==> src/hw/rtl/rpn_pkg.sv <==
// shared types, constants and symbol decoding for the rpn stack evaluator
`default_nettype none

package rpn_pkg;

   localparam int STACK_DEPTH = 128;
   localparam int DEPTH_W     = $clog2(STACK_DEPTH + 1);
   localparam int ADDR_W      = $clog2(STACK_DEPTH);
   localparam int DATA_W      = 32;
   localparam int STATUS_W    = 3;
   localparam int SYMBOL_W    = 8;
   localparam int DIGIT_W     = 4;
   localparam int QUEUE_DEPTH = 2;
   localparam int QPTR_W      = $clog2(QUEUE_DEPTH);
   localparam int QCNT_W      = $clog2(QUEUE_DEPTH + 1);
   localparam int DIV_CNT_W   = $clog2(DATA_W);

   localparam logic [STATUS_W-1:0] ST_OK        = 3'd0;
   localparam logic [STATUS_W-1:0] ST_OVERFLOW  = 3'd1;
   localparam logic [STATUS_W-1:0] ST_UNDERFLOW = 3'd2;
   localparam logic [STATUS_W-1:0] ST_INVALID   = 3'd3;
   localparam logic [STATUS_W-1:0] ST_DIVZERO   = 3'd4;

   localparam logic [SYMBOL_W-1:0] CH_ZERO  = 8'h30;
   localparam logic [SYMBOL_W-1:0] CH_NINE  = 8'h39;
   localparam logic [SYMBOL_W-1:0] CH_PLUS  = 8'h2b;
   localparam logic [SYMBOL_W-1:0] CH_MINUS = 8'h2d;
   localparam logic [SYMBOL_W-1:0] CH_STAR  = 8'h2a;
   localparam logic [SYMBOL_W-1:0] CH_SLASH = 8'h2f;
   localparam logic [SYMBOL_W-1:0] CH_EQUAL = 8'h3d;
   localparam logic [SYMBOL_W-1:0] CH_SPACE = 8'h20;
   localparam logic [SYMBOL_W-1:0] CH_TAB   = 8'h09;
   localparam logic [SYMBOL_W-1:0] CH_CR    = 8'h0d;

   typedef enum logic [2:0] {
      OP_PUSH,
      OP_EQUAL,
      OP_ADD,
      OP_SUB,
      OP_MUL,
      OP_DIV,
      OP_BAD
   } op_type;

   typedef struct packed {
      op_type              op;
      logic [DIGIT_W-1:0]  digit;
   } cmd_type;

   typedef enum logic [1:0] {
      BK_IDLE,
      BK_EXEC,
      BK_DIV,
      BK_EMIT
   } back_state_type;

   // tab, lf, vt, ff, cr and space
   function automatic logic is_blank(input logic [SYMBOL_W-1:0] sym);
      return (sym == CH_SPACE) || ((sym >= CH_TAB) && (sym <= CH_CR));
   endfunction

   function automatic cmd_type classify(input logic [SYMBOL_W-1:0] sym);
      cmd_type cmd;
      logic [SYMBOL_W-1:0] diff;
      diff      = sym - CH_ZERO;
      cmd.digit = diff[DIGIT_W-1:0];
      if ((sym >= CH_ZERO) && (sym <= CH_NINE)) begin
         cmd.op = OP_PUSH;
      end else if (sym == CH_EQUAL) begin
         cmd.op = OP_EQUAL;
      end else if (sym == CH_PLUS) begin
         cmd.op = OP_ADD;
      end else if (sym == CH_MINUS) begin
         cmd.op = OP_SUB;
      end else if (sym == CH_STAR) begin
         cmd.op = OP_MUL;
      end else if (sym == CH_SLASH) begin
         cmd.op = OP_DIV;
      end else begin
         cmd.op = OP_BAD;
      end
      return cmd;
   endfunction

endpackage

`default_nettype wire

==> src/hw/rtl/rpn_queue.sv <==
// short command queue between front end and execution unit
`default_nettype none

module rpn_queue
   import rpn_pkg::*;
(
   input  wire logic    clock,
   input  wire logic    reset,
   input  wire cmd_type push_cmd,
   input  wire logic    push_valid,
   output logic         push_ready,
   output cmd_type      pop_cmd,
   output logic         pop_valid,
   input  wire logic    pop_ready
);

   cmd_type             entry_ff [QUEUE_DEPTH];
   logic [QPTR_W-1:0]   wr_ptr_ff, wr_ptr_in;
   logic [QPTR_W-1:0]   rd_ptr_ff, rd_ptr_in;
   logic [QCNT_W-1:0]   count_ff, count_in;
   logic                do_push, do_pop;

   assign push_ready = (count_ff != QCNT_W'(QUEUE_DEPTH));
   assign pop_valid  = (count_ff != '0);
   assign pop_cmd    = entry_ff[rd_ptr_ff];
   assign do_push    = push_valid && push_ready;
   assign do_pop     = pop_valid && pop_ready;

   function automatic logic [QPTR_W-1:0] next_ptr(input logic [QPTR_W-1:0] p);
      if (p == QPTR_W'(QUEUE_DEPTH - 1)) begin
         return '0;
      end
      return p + 1'b1;
   endfunction

   always_comb begin
      wr_ptr_in = do_push ? next_ptr(wr_ptr_ff) : wr_ptr_ff;
      rd_ptr_in = do_pop ? next_ptr(rd_ptr_ff) : rd_ptr_ff;
      count_in  = count_ff;
      if (do_push && !do_pop) begin
         count_in = count_ff + 1'b1;
      end else if (do_pop && !do_push) begin
         count_in = count_ff - 1'b1;
      end
   end

   always_ff @(posedge clock) begin
      if (reset) begin
         wr_ptr_ff <= '0;
         rd_ptr_ff <= '0;
         count_ff  <= '0;
      end else begin
         wr_ptr_ff <= wr_ptr_in;
         rd_ptr_ff <= rd_ptr_in;
         count_ff  <= count_in;
      end
      if (do_push) begin
         entry_ff[wr_ptr_ff] <= push_cmd;
      end
   end

endmodule

`default_nettype wire

==> config.mk <==
export PLATFORM = sky130hd
export DESIGN_NAME = rpn_queue
export DESIGN_NICKNAME = d
export VERILOG_FILES = /design/src/hw/rtl/rpn_pkg.sv /design/src/hw/rtl/rpn_queue.sv
export SDC_FILE = /design/constraint.sdc
export NUM_CORES = 1
export LEC_CHECK = 0
export ABC_CLOCK_PERIOD_IN_PS = 1900
export BUFFER_PORTS_ARGS = -buffer_cell sky130_fd_sc_hd__clkbuf_2
export CORE_UTILIZATION = 52
export CTS_BUF_LIST = sky130_fd_sc_hd__clkbuf_4 sky130_fd_sc_hd__clkbuf_8
export DETAILED_ROUTE_END_ITERATION = 12
export GPL_ROUTABILITY_DRIVEN = 0
export PLACE_DENSITY = 0.79
export SYNTH_ARGS = -nofsm -noshare
export SYNTH_HDL_FRONTEND = slang
export SYNTH_SLANG_ARGS = --single-unit
==> constraint.sdc <==
create_clock -name clock -period 1.9 [get_ports clock]
set_input_delay 0.38 -clock clock [delete_from_list [all_inputs] [get_ports clock]]
set_output_delay 0.38 -clock clock [all_outputs]
set_load 0.005 [all_outputs]
==> impl_metrics.json, run 1 <==
{
  "drive_gt1_frac": 0.4853,
  "cts.repair.resized": 0,
  "hp-class": "input port to flip-flop",
  "grt-busiest-layer": "met2",
  "p_per_area_nw_per_um2": 1256,
  "n_fill_cell": 101,
  "ys.flop_type": "edfxtp_1",
  "hold_buffers": 0,
  "final_core_util": 0.6712,
  "avgSynthCellArea_sq_um": 15.97,
  "synth_edf_count": 14,
  "critPathArrivalTime_ns": 1.28,
  "syn_inst": 46,
  "crit_path_start_kind": "flip-flop",
  "first_iter_violations": 1,
  "status": "finished, final reports clean",
  "synth_common_cells": "14 x edfxtp_1, 7 x mux2_2, 5 x dfxtp_1, 3 x nor2_1, 3 x xor2_1",
  "finClkSkew_ns": 0.003299,
  "num_antenna_cells": 0,
  "slew_viol_final": 0,
  "vias": 406,
  "yosys.area.top_type": "edfxtp_1",
  "io-pin-count": 20,
  "gr-usage-met3": 0.03409,
  "clk_latency_ns": 0.29,
  "yosys_warnings": 0,
  "tightest_slew_ns": 0.3164,
  "overflow": 0,
  "track_usage": 0.1449,
  "clock_sinks": 19,
  "portBuffers": 19,
  "synth_top_area_frac": 0.5724,
  "critPathKind": "flip-flop to output pin",
  "totalWireLength_microns": 961,
  "cap_violations": 0,
  "cts_buffers": 3,
  "synth_fp_nets": 58,
  "slew_headroom": 0.7891,
  "via_per_inst": 4.892,
  "netlist_area_sq_um": 734.5,
  "met1_usage": 0.1660,
  "rsz0062_at_grt": "no",
  "max_freq_ghz": 0.6032,
  "setup_viol": 0,
  "grt_max_degree": 13,
  "grt_pass1_vias": 355,
  "die-area_sq_um": 1567,
  "post-route-period-util": 0.8726,
  "post-place-ws_ns": 0.3036,
  "area_growth_pct": 18.91,
  "hold_viol": 0,
  "fin_crit_ns": 1.658,
  "synth.area.top_cells": "edfxtp_1 57%, dfxtp_1 14%, mux2_2 11%",
  "grt_pass1_wl_mm": 1.449,
  "antenna_found_initial": 0,
  "fin_hold_ws_ns": 0.2721,
  "tns_ns": 0,
  "peakVddDrop_v": 0.0007022,
  "synth_async_sr_flop_share": 0,
  "die_w_microns": 39.58,
  "nets": 81,
  "clk_pin_slew_ns": 0.11,
  "rows": 13,
  "seq_area_frac_synth": 0.7087,
  "multi_input_area_sq_um": 205.2,
  "required_ns": 1.52,
  "cts.path.max_buffers": 2,
  "setup_slack_ns": 0.2421,
  "endpoint_kind": "output pin",
  "layout.cells.non_filler": 83,
  "synth_cell_types": 17,
  "placed_cells": 79,
  "core_sq_um": 1301,
  "cts-root-buf": "clkbuf_4",
  "yosys.cell_count.top_type": "edfxtp_1",
  "hpwl_microns": 711.3,
  "post-cts-setup-buffers": 0,
  "cts.htree.levels": 1,
  "tritoncts": "done",
  "p_leak_nw": 0.3554,
  "antenna_left": 0,
  "grtUsageMet2": 0.2459,
  "ys_ff_latch": 19,
  "wire_per_inst_microns": 11.58,
  "drtPass1Iterations": 3,
  "start_util": 0.5644,
  "ff_latch_area_sq_um": 520.5,
  "die_h_microns": 39.58,
  "worst-path-max-fanout": 7,
  "route.detailed.drc": 0
}
==> critical path: stages, from the launching register on <==
cell	delay, ns
dfxtp_1	0.51
mux2_2	0.37
clkbuf_2	0.11
==> power breakdown <==
part           total [W]  leakage, nW  switching [W]  internal [W]
registers       0.000585        0.172      0.0000571      0.000527
clock network   0.000200       0.0139       0.000120     0.0000800
logic           0.000312        0.169       0.000134      0.000178
==> worst paths after layout <==
check / from / endpoint / cells past startpoint / slack, ns
worst min-delay path: push_cmd[4] / entry_ff[1][4] / 1 / 0.27
worst min register to register: rd_ptr_ff / flip-flop / 2 / 0.54
worst max-delay path: flip-flop / pop_cmd[1] / 2 / 0.24
worst max register to register: count_ff[0] / count_ff[1] / 5 / 0.27
==> area by class of cell <==
| class | count | area share |
|---|---|---|
| inverter | 1 | 0.004298 |
| multi-input combinational | 25 | 0.2350 |
| clock buffer | 3 | 0.02579 |
| tap | 15 | 0.02149 |
| timing repair buffer | 19 | 0.1089 |
| sequential | 19 | 0.5960 |
| clock inverter | 1 | 0.008596 |
==> logic make-up after synthesis <==
group | Yosys count | synth area share
flops | 19 | 0.7087
simple gates | 9 | 0.07838
mux | 7 | 0.1073
compound gates | 5 | 0.04089
xor+xnor | 3 | 0.03578
buf+inv | 2 | 0.01191
fa+ha+maj | 1 | 0.01703
==> registers in the layout, indices dropped and copies added, names as in the netlist, named ones only <==
signal     cells
count_ff       2
wr_ptr_ff      1
rd_ptr_ff      1
entry_ff      14
==> metal layers <==
metal | up-vias | wire, microns
li1 | 214 | -
met1 | 182 | 421
met3 | 0 | 35
met4 | 0 | 0
met2 | 10 | 503
met5 | - | 0
==> cell usage in the layout, fill, tap and decap left out, drive strengths merged <==
cell type / n
and3: 1
mux2: 7
o21ai: 2
and2: 1
nor2: 3
xor2: 3
or3: 1
edfxtp: 14
ha: 1
or2: 1
a21oi: 2
nand2b: 1
inv: 1
a21bo: 1
nand3b: 1
clkbuf: 22
clkinvlp: 1
dfxtp: 5
==> through the flow <==
| step | total power (W) | cell area, sq um |
|---|---|---|
| 2_1_floorplan | 0.0008014 | 734.5 |
| 3_3_place_gp | 0.0008979 | 843.3 |
| 3_5_place_dp | 0.0009070 | 843.3 |
| 4_1_cts | 0.001114 | 873.3 |
| 5_1_grt | 0.001175 | 873.3 |
| 6_report | 0.001097 | 873.3 |
(Power assumes the default switching activity.)
==> inputs of run 2 (changes only) <==
--- a/config.mk
+++ b/config.mk
@@ -15,3 +15,4 @@
 export SYNTH_ARGS = -nofsm -noshare
 export SYNTH_HDL_FRONTEND = slang
 export SYNTH_SLANG_ARGS = --single-unit
+export TNS_END_PERCENT = 1
==> constraint.sdc (replaced) <==
create_clock -name clock -period 1.9 [get_ports clock]
set_input_delay 0.095 -clock clock [delete_from_list [all_inputs] [get_ports clock]]
set_output_delay 0.095 -clock clock [all_outputs]
set_load 0.005 [all_outputs]
==> impl_metrics.json, run 2 (synthesis results as in run 1) <==
{
  "status": "finished, final reports clean",
  "die_w_microns": 39.58,
  "required_ns": 2.12,
  "max_freq_ghz": 0.6267,
  "tritoncts": "done",
  "cap_violations": 0,
  "first_iter_violations": 19,
  "slew_headroom": 0.7725,
  "cp_slowest_cell": "dfxtp_1",
  "crit_path_start_kind": "flip-flop",
  "io-pin-count": 20,
  "grt_max_degree": 11,
  "ff_latch_area_sq_um": 520.5,
  "area_growth_pct": 28.45,
  "p_per_area_nw_per_um2": 1184,
  "n_fill_cell": 98,
  "clk_pin_slew_ns": 0.10,
  "rsz0062_at_grt": "no",
  "hpwl_microns": 752.9,
  "track_usage": 0.1839,
  "totalWireLength_mm": 1.141,
  "setup_slack_ns": 0.3044,
  "die-area_sq_um": 1567,
  "antenna_left": 0,
  "max_stage_delay_ns": 0.45,
  "antenna_found_initial": 0,
  "start_util": 0.5644,
  "post-route-period-util": 0.8398,
  "nets": 88,
  "hp-class": "input port to flip-flop",
  "via_per_inst": 4.933,
  "cts.path.max_buffers": 2,
  "crit_chain": "nand2b_4, and2_1, ha_1, or3_1, a21oi_1",
  "slew_viol_final": 0,
  "largest-register": "entry_ff",
  "tightest_slew_ns": 0.3413,
  "portBuffers": 19,
  "p_leak_nw": 0.3891,
  "critPathTopFamily": "simple AND/OR/NAND/NOR gates",
  "overflow": 0,
  "critPathArrivalTime_ns": 1.82,
  "finClkSkew_ns": 0.002394,
  "cts_buffers": 3,
  "cts-root-buf": "clkbuf_4",
  "largest_reg_flops": 14,
  "p_total_w": 0.001117,
  "reg_top3": "entry_ff: 14 flops, count_ff: 2 flops",
  "multi_input_area_sq_um": 205.2,
  "post-place-ws_ns": 0.3181,
  "clock_sinks": 19,
  "drtPass1Iterations": 3,
  "wire_per_inst_microns": 12.68,
  "cp.buffers_inverters": 0,
  "cts.repair.resized": 0,
  "vias": 444,
  "mostFrequentLayoutCell": "clkbuf_2",
  "hold_viol": 0,
  "num_antenna_cells": 0,
  "clk_latency_ns": 0.28,
  "tns_ns": 0,
  "peakVddDrop_v": 0.0007955,
  "most-common-layout-cells": "19 x clkbuf_2, 14 x edfxtp_1, 7 x mux2_2, 7 x dlygate4sd3_1, 5 x dfxtp_1",
  "grt_pass1_vias": 443,
  "cts.htree.levels": 1,
  "worst-path-max-fanout": 5,
  "rows": 13,
  "drive_gt1_frac": 0.4400,
  "grt_pass1_wl_mm": 1.780,
  "setup_viol": 0,
  "core_sq_um": 1301,
  "critPathKind": "flip-flop to flip-flop",
  "endpoint_kind": "flip-flop",
  "fin_crit_ns": 1.596,
  "die_h_microns": 39.58,
  "route.detailed.drc": 0
}
run 2: cell count changes in the layout (fill, tap and decap cells not counted):
cell	delta
clkinvlp_4	-1
clkbuf_4	+1
dlygate4sd3_1	+7
run 2: per-layer routing:
layer | part of all wire | global-route usage | vias up
met4 | 0 | 0.1034 | 0
li1 | - | - | 224
met3 | 0.039 | 0.03409 | 0
met1 | 0.43 | 0.1962 | 208
met5 | 0 | 0 | -
met2 | 0.53 | 0.3320 | 12
run 2: path summary, 6_finish.rpt:
check,endpoint,start,cells after the start,slack [ns]
hold reg to reg,flip-flop,rd_ptr_ff,2,0.56
setup / recovery,count_ff[1],count_ff[1],5,0.30
hold / removal,wr_ptr_ff,reset,2,0.03
setup reg to reg,count_ff[1],count_ff[1],5,0.30
run 2: power by group:
| group | leakage [nW] | total (W) | switching, W | internal, W |
|---|---|---|---|---|
| Sequential | 0.172 | 0.000585 | 0.0000576 | 0.000527 |
| Combinational | 0.199 | 0.000326 | 0.000139 | 0.000187 |
| Clock | 0.0184 | 0.000206 | 0.000110 | 0.0000957 |
| Total | 0.389 | 0.00112 | 0.000307 | 0.000810 |
run 2: metrics by stage:
step / utilization / instances / hold slack, ns / area [sq um]
after floorplan: - / 46 / 0.1641 / 734.5
after global placement: 0.6481 / 79 / 0.2847 / 843.3
after detailed placement: 0.6481 / 79 / 0.2893 / 843.3
after CTS: 0.7250 / 90 / 0.03352 / 943.4
after global routing: 0.7250 / 90 / 0.02379 / 943.4
final: 0.7250 / 90 / 0.03383 / 943.4
run 2: cell type report:
class	instances	share of cell area
timing repair buffer	26	0.1751
multi-input combinational	25	0.2175
tap	15	0.01989
sequential	19	0.5517
clock buffer	4	0.03183
inverter	1	0.003979
run 2: timing repair:
item / CTS / global route
endpoints found under the hold margin: 14 / 0
buffers inserted: 0 / 0
hold buffers: 7 / 0
